--- config.mk ---
export PLATFORM = sky130hd
export DESIGN_NAME = chip8_instruction_encoder_flat
export DESIGN_NICKNAME = d
export VERILOG_FILES = /design/src/sv/c8enc_pkg.sv /design/src/sv/c8enc_if.sv /design/src/sv/c8enc_match.sv /design/src/sv/chip8_instruction_encoder.sv /design/src/flat_wrapper.sv
export SDC_FILE = /design/constraint.sdc
export NUM_CORES = 1
export LEC_CHECK = 0
export BUFFER_PORTS_ARGS = -buffer_cell sky130_fd_sc_hd__buf_2
export CORE_UTILIZATION = 58
export DETAILED_ROUTE_END_ITERATION = 10
export PLACE_DENSITY_LB_ADDON = 0.1
export SLEW_MARGIN = 20
export SYNTH_ARGS = -nofsm -noshare
export SYNTH_HDL_FRONTEND = slang
export SYNTH_SLANG_ARGS = --single-unit
export TNS_END_PERCENT = 100
--- constraint.sdc ---
create_clock -name clk_i -period 4.8 [get_ports clk_i]
set_clock_uncertainty 0.1 [all_clocks]
set_input_delay 0.72 -clock clk_i [delete_from_list [all_inputs] [get_ports clk_i]]
set_output_delay 0.72 -clock clk_i [all_outputs]
set_load 0.05 [all_outputs]
--- src/sv/c8enc_pkg.sv ---
// Types, codes and the instruction format table shared by the encoder files.
package c8enc_pkg;

  // Field widths of one instruction word and one result word.
  localparam int unsigned MnW    = 5;
  localparam int unsigned CntW   = 2;
  localparam int unsigned KindW  = 4;
  localparam int unsigned ValW   = 12;
  localparam int unsigned OpW    = 16;
  localparam int unsigned StatW  = 2;
  localparam int unsigned NumOps = 3;
  localparam int unsigned NumFmt = 46;
  localparam int unsigned FmtIdxW = $clog2(NumFmt);

  typedef logic [MnW-1:0]   mnemonic_t;
  typedef logic [CntW-1:0]  count_t;
  typedef logic [KindW-1:0] kind_t;
  typedef logic [ValW-1:0]  value_t;
  typedef logic [OpW-1:0]   opcode_t;

  // Mnemonic codes.
  localparam mnemonic_t MN_CLS  = 5'd0;
  localparam mnemonic_t MN_RET  = 5'd1;
  localparam mnemonic_t MN_JP   = 5'd2;
  localparam mnemonic_t MN_CALL = 5'd3;
  localparam mnemonic_t MN_SE   = 5'd4;
  localparam mnemonic_t MN_SNE  = 5'd5;
  localparam mnemonic_t MN_LD   = 5'd6;
  localparam mnemonic_t MN_ADD  = 5'd7;
  localparam mnemonic_t MN_OR   = 5'd8;
  localparam mnemonic_t MN_AND  = 5'd9;
  localparam mnemonic_t MN_SUB  = 5'd10;
  localparam mnemonic_t MN_SHR  = 5'd11;
  localparam mnemonic_t MN_SUBN = 5'd12;
  localparam mnemonic_t MN_SHL  = 5'd13;
  localparam mnemonic_t MN_RND  = 5'd14;
  localparam mnemonic_t MN_DRW  = 5'd15;
  localparam mnemonic_t MN_SKP  = 5'd16;
  localparam mnemonic_t MN_SKNP = 5'd17;
  localparam mnemonic_t MN_XOR  = 5'd18;
  localparam mnemonic_t MN_SCD  = 5'd19;
  localparam mnemonic_t MN_SCR  = 5'd20;
  localparam mnemonic_t MN_SCL  = 5'd21;
  localparam mnemonic_t MN_EXIT = 5'd22;
  localparam mnemonic_t MN_LOW  = 5'd23;
  localparam mnemonic_t MN_HIGH = 5'd24;
  localparam mnemonic_t MN_JPV0 = 5'd25;

  // Operand kind codes.
  localparam kind_t K_NONE = 4'd0;
  localparam kind_t K_V    = 4'd1;
  localparam kind_t K_I4   = 4'd2;
  localparam kind_t K_I8   = 4'd3;
  localparam kind_t K_I12  = 4'd4;
  localparam kind_t K_DT   = 4'd5;
  localparam kind_t K_ST   = 4'd6;
  localparam kind_t K_I    = 4'd7;
  localparam kind_t K_IP   = 4'd8;
  localparam kind_t K_K    = 4'd9;
  localparam kind_t K_F    = 4'd10;
  localparam kind_t K_B    = 4'd11;
  localparam kind_t K_HF   = 4'd12;
  localparam kind_t K_R    = 4'd13;

  // Result status.
  typedef enum logic [StatW-1:0] {
    ST_OK        = 2'd0,
    ST_RANGE     = 2'd1,
    ST_NO_FORMAT = 2'd2
  } status_e;

  // Nibble position at which an operand is placed, or not placed at all.
  typedef enum logic [1:0] {
    P0 = 2'd0,
    P4 = 2'd1,
    P8 = 2'd2,
    PN = 2'd3
  } pos_e;

  typedef struct packed {
    mnemonic_t mn;
    count_t    cnt;
    opcode_t   base;
    kind_t     kind0;
    kind_t     kind1;
    kind_t     kind2;
    pos_e      pos0;
    pos_e      pos1;
    pos_e      pos2;
  } fmt_t;

  // One instruction as held in the input register.
  typedef struct packed {
    mnemonic_t mnemonic;
    count_t    operand_count;
    kind_t     kind_a;
    value_t    value_a;
    kind_t     kind_b;
    value_t    value_b;
    kind_t     kind_c;
    value_t    value_c;
  } insn_t;

  // One encoded result.
  typedef struct packed {
    opcode_t opcode;
    status_e status;
  } result_t;

  // Format table, searched in order; the first match wins.
  localparam fmt_t FMT_TABLE [NumFmt] = '{
    '{MN_SCD,  2'd1, 16'h00C0, K_I4,   K_NONE, K_NONE, P0, PN, PN},
    '{MN_CLS,  2'd0, 16'h00E0, K_NONE, K_NONE, K_NONE, PN, PN, PN},
    '{MN_RET,  2'd0, 16'h00EE, K_NONE, K_NONE, K_NONE, PN, PN, PN},
    '{MN_SCR,  2'd0, 16'h00FB, K_NONE, K_NONE, K_NONE, PN, PN, PN},
    '{MN_SCL,  2'd0, 16'h00FC, K_NONE, K_NONE, K_NONE, PN, PN, PN},
    '{MN_EXIT, 2'd0, 16'h00FD, K_NONE, K_NONE, K_NONE, PN, PN, PN},
    '{MN_LOW,  2'd0, 16'h00FE, K_NONE, K_NONE, K_NONE, PN, PN, PN},
    '{MN_HIGH, 2'd0, 16'h00FF, K_NONE, K_NONE, K_NONE, PN, PN, PN},
    '{MN_JP,   2'd1, 16'h1000, K_I12,  K_NONE, K_NONE, P0, PN, PN},
    '{MN_CALL, 2'd1, 16'h2000, K_I12,  K_NONE, K_NONE, P0, PN, PN},
    '{MN_SE,   2'd2, 16'h3000, K_V,    K_I8,   K_NONE, P8, P0, PN},
    '{MN_SNE,  2'd2, 16'h4000, K_V,    K_I8,   K_NONE, P8, P0, PN},
    '{MN_SE,   2'd2, 16'h5000, K_V,    K_V,    K_NONE, P8, P4, PN},
    '{MN_LD,   2'd2, 16'h6000, K_V,    K_I8,   K_NONE, P8, P0, PN},
    '{MN_ADD,  2'd2, 16'h7000, K_V,    K_I8,   K_NONE, P8, P0, PN},
    '{MN_LD,   2'd2, 16'h8000, K_V,    K_V,    K_NONE, P8, P4, PN},
    '{MN_OR,   2'd2, 16'h8001, K_V,    K_V,    K_NONE, P8, P4, PN},
    '{MN_AND,  2'd2, 16'h8002, K_V,    K_V,    K_NONE, P8, P4, PN},
    '{MN_XOR,  2'd2, 16'h8003, K_V,    K_V,    K_NONE, P8, P4, PN},
    '{MN_ADD,  2'd2, 16'h8004, K_V,    K_V,    K_NONE, P8, P4, PN},
    '{MN_SUB,  2'd2, 16'h8005, K_V,    K_V,    K_NONE, P8, P4, PN},
    '{MN_SHR,  2'd2, 16'h8006, K_V,    K_V,    K_NONE, P8, P4, PN},
    '{MN_SHR,  2'd1, 16'h8006, K_V,    K_NONE, K_NONE, P8, PN, PN},
    '{MN_SUBN, 2'd2, 16'h8007, K_V,    K_V,    K_NONE, P8, P4, PN},
    '{MN_SHL,  2'd2, 16'h800E, K_V,    K_V,    K_NONE, P8, P4, PN},
    '{MN_SHL,  2'd1, 16'h800E, K_V,    K_NONE, K_NONE, P8, PN, PN},
    '{MN_SNE,  2'd2, 16'h9000, K_V,    K_V,    K_NONE, P8, P4, PN},
    '{MN_LD,   2'd2, 16'hA000, K_I,    K_I12,  K_NONE, PN, P0, PN},
    '{MN_JPV0, 2'd1, 16'hB000, K_I12,  K_NONE, K_NONE, P0, PN, PN},
    '{MN_JP,   2'd2, 16'hB000, K_V,    K_I12,  K_NONE, PN, P0, PN},
    '{MN_RND,  2'd2, 16'hC000, K_V,    K_I8,   K_NONE, P8, P0, PN},
    '{MN_DRW,  2'd3, 16'hD000, K_V,    K_V,    K_I4,   P8, P4, P0},
    '{MN_SKP,  2'd1, 16'hE09E, K_V,    K_NONE, K_NONE, P8, PN, PN},
    '{MN_SKNP, 2'd1, 16'hE0A1, K_V,    K_NONE, K_NONE, P8, PN, PN},
    '{MN_LD,   2'd2, 16'hF007, K_V,    K_DT,   K_NONE, P8, PN, PN},
    '{MN_LD,   2'd2, 16'hF00A, K_V,    K_K,    K_NONE, P8, PN, PN},
    '{MN_LD,   2'd2, 16'hF015, K_DT,   K_V,    K_NONE, PN, P8, PN},
    '{MN_LD,   2'd2, 16'hF018, K_ST,   K_V,    K_NONE, PN, P8, PN},
    '{MN_ADD,  2'd2, 16'hF01E, K_I,    K_V,    K_NONE, PN, P8, PN},
    '{MN_LD,   2'd2, 16'hF029, K_F,    K_V,    K_NONE, PN, P8, PN},
    '{MN_LD,   2'd2, 16'hF030, K_HF,   K_V,    K_NONE, PN, P8, PN},
    '{MN_LD,   2'd2, 16'hF033, K_B,    K_V,    K_NONE, PN, P8, PN},
    '{MN_LD,   2'd2, 16'hF055, K_IP,   K_V,    K_NONE, PN, P8, PN},
    '{MN_LD,   2'd2, 16'hF065, K_V,    K_IP,   K_NONE, P8, PN, PN},
    '{MN_LD,   2'd2, 16'hF075, K_R,    K_V,    K_NONE, PN, P8, PN},
    '{MN_LD,   2'd2, 16'hF085, K_V,    K_R,    K_NONE, P8, PN, PN}
  };

endpackage

--- src/sv/c8enc_if.sv ---
// Valid/ready channel interfaces for instruction words and result words.
interface c8enc_req_if import c8enc_pkg::*; ();
  logic      valid;
  logic      ready;
  mnemonic_t mnemonic;
  count_t    operand_count;
  kind_t     kind_a;
  value_t    value_a;
  kind_t     kind_b;
  value_t    value_b;
  kind_t     kind_c;
  value_t    value_c;

  modport source (
    output valid, mnemonic, operand_count, kind_a, value_a, kind_b, value_b,
           kind_c, value_c,
    input  ready
  );
  modport sink (
    input  valid, mnemonic, operand_count, kind_a, value_a, kind_b, value_b,
           kind_c, value_c,
    output ready
  );
endinterface

interface c8enc_rsp_if import c8enc_pkg::*; ();
  logic             valid;
  logic             ready;
  opcode_t          opcode;
  logic [StatW-1:0] status;

  modport source (output valid, opcode, status, input ready);
  modport sink (input valid, opcode, status, output ready);
endinterface

--- src/sv/c8enc_match.sv ---
// Operand range check, format table search and opcode packing.
module c8enc_match import c8enc_pkg::*; (
  input  insn_t   insn_i,
  output result_t res_o
);

  kind_t  kind [NumOps];
  value_t val  [NumOps];
  logic   counted [NumOps];
  logic   range_err;
  logic   [NumFmt-1:0] hit;
  logic   found;
  logic   [FmtIdxW-1:0] idx;
  fmt_t   fmt;
  kind_t  slot [NumOps];
  pos_e   pos  [NumOps];
  opcode_t op;

  // Integer operand may fill a slot of any integer width it fits.
  function automatic logic slot_ok(kind_t k, value_t v, kind_t s);
    logic r;
    r = 1'b0;
    if (k == K_I4 || k == K_I8 || k == K_I12) begin
      case (s)
        K_I12:   r = 1'b1;
        K_I8:    r = (v[ValW-1:8] == '0);
        K_I4:    r = (v[ValW-1:4] == '0);
        default: r = 1'b0;
      endcase
    end else begin
      r = (k != K_NONE) && (k == s);
    end
    return r;
  endfunction

  // Operand shifted to its nibble place, truncated to the word.
  function automatic opcode_t place(value_t v, pos_e p);
    opcode_t r;
    r = '0;
    unique case (p)
      P0:      r = {4'd0, v};
      P4:      r = {v, 4'd0};
      P8:      r = {v[7:0], 8'd0};
      default: r = '0;
    endcase
    return r;
  endfunction

  // Unpack operands and flag values too large for their own kind.
  always_comb begin
    kind[0] = insn_i.kind_a;  val[0] = insn_i.value_a;
    kind[1] = insn_i.kind_b;  val[1] = insn_i.value_b;
    kind[2] = insn_i.kind_c;  val[2] = insn_i.value_c;
    range_err = 1'b0;
    for (int j = 0; j < NumOps; j++) begin
      counted[j] = (CntW'(j) < insn_i.operand_count);
      if (counted[j]) begin
        if ((kind[j] == K_V || kind[j] == K_I4) && val[j][ValW-1:4] != '0) begin
          range_err = 1'b1;
        end
        if (kind[j] == K_I8 && val[j][ValW-1:8] != '0) begin
          range_err = 1'b1;
        end
      end
    end
  end

  // Compare every table entry in parallel.
  always_comb begin
    for (int i = 0; i < NumFmt; i++) begin
      hit[i] = (FMT_TABLE[i].mn == insn_i.mnemonic) &&
               (FMT_TABLE[i].cnt == insn_i.operand_count) &&
               (!counted[0] || slot_ok(kind[0], val[0], FMT_TABLE[i].kind0)) &&
               (!counted[1] || slot_ok(kind[1], val[1], FMT_TABLE[i].kind1)) &&
               (!counted[2] || slot_ok(kind[2], val[2], FMT_TABLE[i].kind2));
    end
  end

  // The lowest matching entry wins.
  always_comb begin
    found = 1'b0;
    idx   = '0;
    for (int i = NumFmt - 1; i >= 0; i--) begin
      if (hit[i]) begin
        found = 1'b1;
        idx   = FmtIdxW'(i);
      end
    end
  end

  // Pack the operands into the chosen format's base word.
  always_comb begin
    fmt     = FMT_TABLE[idx];
    slot[0] = fmt.kind0;
    slot[1] = fmt.kind1;
    slot[2] = fmt.kind2;
    pos[0]  = fmt.pos0;
    pos[1]  = fmt.pos1;
    pos[2]  = fmt.pos2;
    op      = fmt.base;
    for (int j = 0; j < NumOps; j++) begin
      if (counted[j] && slot[j] != K_NONE) begin
        op = op | place(val[j], pos[j]);
      end
    end
  end

  // Range errors take priority over a missing format.
  always_comb begin
    if (range_err) begin
      res_o.opcode = '0;
      res_o.status = ST_RANGE;
    end else if (!found) begin
      res_o.opcode = '0;
      res_o.status = ST_NO_FORMAT;
    end else begin
      res_o.opcode = op;
      res_o.status = ST_OK;
    end
  end

endmodule

--- src/sv/chip8_instruction_encoder.sv ---
// Top level of the CHIP-8/SCHIP instruction encoder with its two register stages.
// Encodes one parsed instruction word (mnemonic, operand count and three typed
// operands) into a 16-bit opcode and a status of ok, operand too large or no
// matching format. The word is captured in an input register, matched against
// the 46-entry format table in one pass of combinational logic and written to a
// result register. One word is taken every cycle; ready drops only when the
// result register is full and not being taken while the input register also
// holds a word.
module chip8_instruction_encoder import c8enc_pkg::*; (
  input  logic           clk_i,
  input  logic           rst_ni,
  c8enc_req_if.sink      req_i,
  c8enc_rsp_if.source    rsp_o
);

  logic    in_valid_q;
  insn_t   in_word_q;
  logic    out_valid_q;
  result_t out_word_q;
  result_t res;
  logic    out_free;
  logic    in_free;

  // Handshake: each stage moves on when the one after it has room.
  assign out_free    = !out_valid_q || rsp_o.ready;
  assign in_free     = !in_valid_q || out_free;
  assign req_i.ready = in_free;

  // Input register.
  always_ff @(posedge clk_i or negedge rst_ni) begin
    if (!rst_ni) begin
      in_valid_q <= 1'b0;
    end else if (in_free) begin
      in_valid_q <= req_i.valid;
    end
  end

  always_ff @(posedge clk_i) begin
    if (in_free && req_i.valid) begin
      in_word_q <= '{
        mnemonic:      req_i.mnemonic,
        operand_count: req_i.operand_count,
        kind_a:        req_i.kind_a,
        value_a:       req_i.value_a,
        kind_b:        req_i.kind_b,
        value_b:       req_i.value_b,
        kind_c:        req_i.kind_c,
        value_c:       req_i.value_c
      };
    end
  end

  // Table match and packing.
  c8enc_match u_match (
    .insn_i (in_word_q),
    .res_o  (res)
  );

  // Result register.
  always_ff @(posedge clk_i or negedge rst_ni) begin
    if (!rst_ni) begin
      out_valid_q <= 1'b0;
    end else if (out_free) begin
      out_valid_q <= in_valid_q;
    end
  end

  always_ff @(posedge clk_i) begin
    if (out_free && in_valid_q) begin
      out_word_q <= res;
    end
  end

  assign rsp_o.valid  = out_valid_q;
  assign rsp_o.opcode = out_word_q.opcode;
  assign rsp_o.status = out_word_q.status;

endmodule
--- src/flat_wrapper.sv ---
// flat-port wrapper written by rule: the top's interface ports become plain ports
module chip8_instruction_encoder_flat import c8enc_pkg::*;
  (clk_i, rst_ni, req_i_valid, req_i_mnemonic, req_i_operand_count, req_i_kind_a, req_i_value_a, req_i_kind_b, req_i_value_b, req_i_kind_c, req_i_value_c, req_i_ready, rsp_o_valid, rsp_o_opcode, rsp_o_status, rsp_o_ready);
  c8enc_req_if req_i_i ();
  c8enc_rsp_if rsp_o_i ();
  input  logic clk_i;
  input  logic rst_ni;
  input wire logic [$bits(req_i_i.valid)-1:0] req_i_valid;
  input wire logic [$bits(req_i_i.mnemonic)-1:0] req_i_mnemonic;
  input wire logic [$bits(req_i_i.operand_count)-1:0] req_i_operand_count;
  input wire logic [$bits(req_i_i.kind_a)-1:0] req_i_kind_a;
  input wire logic [$bits(req_i_i.value_a)-1:0] req_i_value_a;
  input wire logic [$bits(req_i_i.kind_b)-1:0] req_i_kind_b;
  input wire logic [$bits(req_i_i.value_b)-1:0] req_i_value_b;
  input wire logic [$bits(req_i_i.kind_c)-1:0] req_i_kind_c;
  input wire logic [$bits(req_i_i.value_c)-1:0] req_i_value_c;
  output wire logic [$bits(req_i_i.ready)-1:0] req_i_ready;
  output wire logic [$bits(rsp_o_i.valid)-1:0] rsp_o_valid;
  output wire logic [$bits(rsp_o_i.opcode)-1:0] rsp_o_opcode;
  output wire logic [$bits(rsp_o_i.status)-1:0] rsp_o_status;
  input wire logic [$bits(rsp_o_i.ready)-1:0] rsp_o_ready;
  assign req_i_i.valid = req_i_valid;
  assign req_i_i.mnemonic = req_i_mnemonic;
  assign req_i_i.operand_count = req_i_operand_count;
  assign req_i_i.kind_a = req_i_kind_a;
  assign req_i_i.value_a = req_i_value_a;
  assign req_i_i.kind_b = req_i_kind_b;
  assign req_i_i.value_b = req_i_value_b;
  assign req_i_i.kind_c = req_i_kind_c;
  assign req_i_i.value_c = req_i_value_c;
  assign req_i_ready = req_i_i.ready;
  assign rsp_o_valid = rsp_o_i.valid;
  assign rsp_o_opcode = rsp_o_i.opcode;
  assign rsp_o_status = rsp_o_i.status;
  assign rsp_o_i.ready = rsp_o_ready;
  chip8_instruction_encoder u_core (.clk_i(clk_i), .rst_ni(rst_ni), .req_i(req_i_i), .rsp_o(rsp_o_i));
endmodule
Word level (Yosys, flattened, before mapping). Memory sizes are Yosys's and may differ from the RTL's. Index checks and enable logic that the tools add are counted.

Bitwise gates (word level): 5. Order comparisons: 4. Reduce and logical (&&, ||, !) cells: 254. Muxes and demuxes: 135. Equality and inequality tests: 58.

Operator list (number): $mux W6 (46); $logic_and A1 B1 Y1 (192); $pmux W16 S3 (3); $mux W16 (6); $mux W1 (77); $mux W34 (2); $eq A5 B5 Y1 const A (10); $or A16 B16 Y16 (3); $eq A4 B5 Y1 const A (8); $reduce_bool A4 Y1 (9); $logic_or A1 B1 Y1 (33); $eq A4 B4 Y1 const B (8); $eq A4 B3 Y1 const B (7); $eq A4 B2 Y1 const B (6); $reduce_bool A8 Y1 (3); $eq A3 B5 Y1 const A (4); $logic_not A4 Y1 (4); $logic_not A8 Y1 (2); $eq A4 B1 Y1 const B (3); $eq A2 B5 Y1 const A (2); $logic_not A2 Y1 (4); $ge A7 B7 Y1 const B (1); $not A6 Y7 (1); $eq A2 B1 Y1 const B (3); 11 further kinds (19).

Bits in read-only memories: 2624. Memories: 1. Register bits after elaboration: 75.

Memory list: (no name shown) (words 64, bits a word 41, read ports 1, clocked after memory_dff 0, write ports 0, line c8enc_match.sv:93) `fmt = FMT_TABLE[idx];`.

Logic depth before layout (Yosys ltp).
Depth in word-level cells: 67. Gate-level depth with buffers: 16. Gate-level depth less buffers: 13.

By module. From an unflattened synthesis, not the netlist that was laid out.

Cells, all modules: 544. Area, all modules: 5351.4 sq um.

By module, submodules not included: c8enc_match (cells an instance 463, area an instance 3055.4 sq um, times used 1, sequential area each 0.0 sq um); chip8_instruction_encoder (cells an instance 81, area an instance 2296.0 sq um, times used 1, sequential area each 2242.2 sq um).

Worst setup path after synthesis. OpenSTA, ideal clock, no wires.

Path kind: reg-to-reg. Start: reg u_core.in_word_q[31] (netlist name). End: reg u_core.out_word_q (netlist bit u_core.rsp_o.opcode[14]), data pin. Data required time: 4.423 ns. Stages on the path, launching flop included: 14. Buffers on the path: 1. Clock period less this slack: 3.641 ns. Library setup time: 0.277 ns. Setup slack: 1.159 ns. Arrival time: 3.264 ns. Cell sequence: edfxtp_1 > buf_6 > nor4b_4 > nor2b_1 > or4_1 > and3b_1 > and3_4 > inv_2 > ha_1 > nand3_1 > a2111oi_2 > nor4_4 > o211ai_2 > o221ai_1.

Longest elaborated chain between the ends: 66. Elaborated cells on any way between the ends: 262. Those cells by class: eq/ne: 14; mux: 117; bitwise: 5; reduce/logical: 125; memory: 1.

RTL lines: start, declared (line chip8_instruction_encoder.sv:17) `insn_t in_word_q;`; start signal, assigned (line chip8_instruction_encoder.sv:40) `in_word_q <= '{`; $eq A4 B2 Y1, on equally long branches; $logic_or A1 B1 Y1 (2 in a row) (line c8enc_match.sv:23) `if (k == K_I4 || k == K_I8 || k == K_I12) begin`; $mux W1 (line c8enc_match.sv:23); $logic_or A1 B1 Y1 (line c8enc_match.sv:74) `(!counted[1] || slot_ok(kind[1], val[1], FMT_TABLE[i].kind1)) &&`; $logic_and A1 B1 Y1 (line c8enc_match.sv:73) `(!counted[0] || slot_ok(kind[0], val[0], FMT_TABLE[i].kind0)) &&`; $logic_and A1 B1 Y1 (line c8enc_match.sv:74); $mux W6 (46 in a row) (line c8enc_match.sv:84) `if (hit[i]) begin`; $not A6 Y7 (implied by the code) (line c8enc_match.sv:93); (+4 left out); $pmux W16 S3 (line c8enc_match.sv:40) `unique case (p)`; $mux W16 (line c8enc_match.sv:102) `if (counted[j] && slot[j] != K_NONE) begin`; $or A16 B16 Y16 (line c8enc_match.sv:103) `op = op | place(val[j], pos[j]);`; $mux W16 (line c8enc_match.sv:102); $or A16 B16 Y16 (line c8enc_match.sv:103); $mux W16 (line c8enc_match.sv:102); $or A16 B16 Y16 (line c8enc_match.sv:103); $mux W16 (line c8enc_match.sv:102); end signal, assigned (line chip8_instruction_encoder.sv:70) `out_word_q <= res;`; end, declared (line chip8_instruction_encoder.sv:19) `result_t out_word_q;`.

Parallel ways exist; a longest one is shown, timed or not. The select of a mux whose other input is x is not followed. A chain may end at the register's enable or synchronous reset.

Worst setup path in the final report.
Start: reg u_core.in_word_q[47] (netlist name). End: reg u_core.out_word_q (netlist bit u_core.rsp_o.opcode[3]), data pin.

Longest elaborated chain between the ends: 67. Elaborated cells on any way between the ends: 319. Those cells by class: eq/ne: 18; mux: 124; bitwise: 5; reduce/logical: 171; memory: 1.

RTL lines: $eq A4 B2 Y1, on equally long branches; $logic_or A1 B1 Y1 (2 in a row) (line c8enc_match.sv:23); $mux W1 (line c8enc_match.sv:23); $logic_or A1 B1 Y1 (line c8enc_match.sv:73); $logic_and A1 B1 Y1 (line c8enc_match.sv:72) `(FMT_TABLE[i].cnt == insn_i.operand_count) &&`; $logic_and A1 B1 Y1 (line c8enc_match.sv:73); $logic_and A1 B1 Y1 (line c8enc_match.sv:74); $mux W6 (46 in a row) (line c8enc_match.sv:84); (+5 left out); $pmux W16 S3 (line c8enc_match.sv:40); $mux W16 (line c8enc_match.sv:102); $or A16 B16 Y16 (line c8enc_match.sv:103); $mux W16 (line c8enc_match.sv:102); $or A16 B16 Y16 (line c8enc_match.sv:103); $mux W16 (line c8enc_match.sv:102); $or A16 B16 Y16 (line c8enc_match.sv:103); $mux W16 (line c8enc_match.sv:102).

Parallel ways exist; a longest one is shown, timed or not. The select of a mux whose other input is x is not followed.

==> impl_metrics.tcl <==
set metrics [dict create \
    antenna_cells 0 \
    p_per_area_mw_per_mm2 249.5 \
    crit_start "u_core.in_word_q[47]" \
    hold_viol_final 0 \
    die_w_um 99.33 \
    grt_max_degree 56 \
    r2r_slack_ps 180 \
    die_area_mm2 0.009865 \
    r2r-start "u_core.in_word_q[47]" \
    peakVddDrop_uv 221.5 \
    path_class "reg -> reg" \
    avgViaCountPerCell 7.184 \
    grt_util_all_layers 0.3527 \
    n_fill_cell 723 \
    clock-sinks 75 \
    cts-htree-levels 3 \
    fin_crit_sh 0.9634 \
    maxCapViolations 0 \
    grt_pass1_wl_um 26360 \
    min_period_ps 4624 \
    syn_inst 537 \
    critPathTopFamily "simple AND/OR/NAND/NOR gates" \
    crit_required_ps 4790 \
    port_buffers 78 \
    ys_ff_latch 75 \
    slowest_stage "edfxtp_1" \
    fp.coreArea_mm2 0.009196 \
    cts_tree "yes" \
    rows 35 \
    num_io_pins 79 \
    ys_types 105 \
    seq_area_frac_synth 0.4081 \
    route.detailed.drc 0 \
    status "complete, no violations" \
    mostFrequentLayoutCells "buf_2 (78), edfxtp_1 (73), nand2_1 (33)" \
    cp-start-kind "flop" \
    initial_core_util 0.5974 \
    drive_gt1_frac 0.2700 \
    cts_inserted_buffers 9 \
    crit_cells 12 \
    cts_buffer_depth 2 \
    crit_end "u_core.rsp_o.opcode[3]" \
    synth.cell_area_mm2 0.005494 \
    syn_to_final_growth_pct 11.91 \
    dr.pass1.iters 5 \
    fmax_ghz 0.2162 \
    synth.avg_cell_area_um2 10.23 \
    avgRoutedWirePerCell_um 23.66 \
    drt_iter0_drc 662 \
    arrival_ps 4620 \
    cp-end-kind "flop" \
    wl_um 17080 \
    rsz0062_at_grt "false" \
    crit_path_max_fanout 14 \
    setup_viol 0 \
    antenna_left 0 \
    place_congestion 1.042 \
    synth_edf_count 73 \
    max_slew_margin 0.4333 \
    fin_nets 670 \
    syn-num-nets 601 \
    leakage_uw 0.002192 \
    fin_setup_tns_ps 0 \
    postCtsSetupRepairBufs 0 \
    die_h_um 99.33 \
    r2r-end "u_core.rsp_o.opcode[3]" \
    post-route-util 0.6686 \
    hold_path_class "in -> async" \
    fin_total_pwr_uw 1534 \
    layout_commonest_cell "buf_2" \
    clk_pin_slew_worst_paths_ps 100 \
    worst_slew_pin_slew_ps 850.0 \
    root_buffer "clkbuf_8" \
    cpPeakStageDelay_ps 600 \
    crit_chain "nor4b_2, buf_4, o21ai_1, or4_1, and3b_1, nand4_4, ha_1, inv_1, a211oi_2, a2111oi_0, o41ai_1, o31ai_1" \
    num_vias 5187 \
    register_area_mm2 0.002242 \
    overflow 0 \
    insertion_delay_ps 350 \
    grt_pass1_vias 4847 \
    ys.flop_type "edfxtp_1" \
    maxSlewViolCount 0 \
    async_reset_ff_frac 0.02667 \
    post-dp-hpwl_um 12420 \
    critPathBufInv 2 \
    multi_input_area_mm2 0.002994 \
    place_ws_ps 234.1 \
    hold_buffers 0 \
    grt_antenna_before_repair 0 \
    layout_setup_ws_ps 175.6 \
    ys_warn_count 0 \
    reg2regPathDepth 12 \
]
[how the worst min path moves through the flow]
stage               slack [ps]              start                 end
floorplan                  320             rst_ni   u_core.in_valid_q
global placement           360  u_core.in_valid_q  u_core.rsp_o.valid
detailed placement         410             rst_ni   u_core.in_valid_q
CTS                         40             rst_ni   u_core.in_valid_q
global route                40             rst_ni  u_core.rsp_o.valid
finish                      40             rst_ni  u_core.rsp_o.valid
[final cells by class]
class,instances,area share
tap,111,0.02259
timing repair buffer,95,0.08425
clock inverter,7,0.009768
clock buffer,9,0.02015
sequential,75,0.3647
inverter,19,0.01160
multi-input combinational,406,0.4870
[state kept, by name (all words and copies together) (netlist names)]
register and count:
u_core.in_valid_q 1, u_core.in_word_q 55, u_core.rsp_o.opcode 16, u_core.rsp_o.status 2, u_core.rsp_o.valid 1
[cell usage after synthesis (5+ instances only)]
cell	instances	area, um2
nand3_1	23	115.1
buf_2	18	90.09
nor4_1	8	50.05
nand2_1	33	123.9
o31ai_1	8	60.06
a2bb2oi_1	7	61.31
a21oi_1	24	120.1
a211oi_1	5	37.54
and2_1	9	56.30
nand2b_1	9	56.30
ha_1	5	62.56
clkbuf_1	8	30.03
nor3b_1	5	37.54
o211ai_1	9	67.56
o221ai_1	5	43.79
and3_1	6	37.54
nor2_1	29	108.9
o22ai_1	6	37.54
mux2i_1	6	60.06
nor2b_1	8	50.05
o2111ai_1	10	87.58
o21ai_0	19	95.09
edfxtp_1	73	2192
inv_1	17	63.81
o21ai_1	7	35.03
nor3_1	22	110.1
buf_4	5	37.54
a2111oi_0	5	43.79
buf_6	5	56.30
nand4_1	10	62.56
[worst reg2reg max path: cells and delay by family (launching register included)]
| kind | cells | cell delay [ps] |
|---|---|---|
| AO/OA/AOI/OAI | 5 | 1380 |
| adder cells (fa/ha/maj) | 1 | 380 |
| buffers and inverters | 2 | 410 |
| flip-flops | 1 | 600 |
| AND/OR/NAND/NOR | 4 | 1500 |
[power by group]
| part | leakage [uW] | switching (uW) | total [uW] | internal [uW] |
|---|---|---|---|---|
| Sequential | 0.000730 | 42.7 | 813 | 770 |
| Combinational | 0.00137 | 161 | 244 | 83.8 |
| Clock | 0.0000901 | 278 | 476 | 198 |
[cell families (layout without fill, tap and decap cells)]
family	count (synthesis)	in the layout	synth area share
AOI/OAI and AO/OA	180	180	0.2696
xor gates and xnor gates	3	3	0.004783
adders and majority gates	5	5	0.01139
buffers and inverters	56	130	0.05261
DFF	75	75	0.4081
muxes	8	8	0.01503
and+or+nand+nor	210	210	0.2384
[metal layers]
metal / GRT usage / share of wire / wire [um]
met1: 0.4660 / 0.40 / 6761
met4: 0.1561 / 0.042 / 725
met5: 0 / 0 / 0
met2: 0.5764 / 0.47 / 7983
met3: 0.05552 / 0.094 / 1612
[metrics by stage]
step | cells | hold slack, ps | instance area, um2
after global placement | 706 | 360.1 | 5934
after CTS | 722 | 39.17 | 6118
final | 722 | 44.52 | 6148
after floorplan | 537 | 324.4 | 5494
after detailed placement | 706 | 406.3 | 5934
after global routing | 722 | 41.97 | 6148
[repair_timing]
| action | 4_1_cts | 5_1_grt |
|---|---|---|
| gates resized for setup | 0 | 4 |
| endpoints found under the hold margin | 0 | 0 |
| setup endpoints to repair | 0 | 5 |
Power figures use the tool's default switching activity.
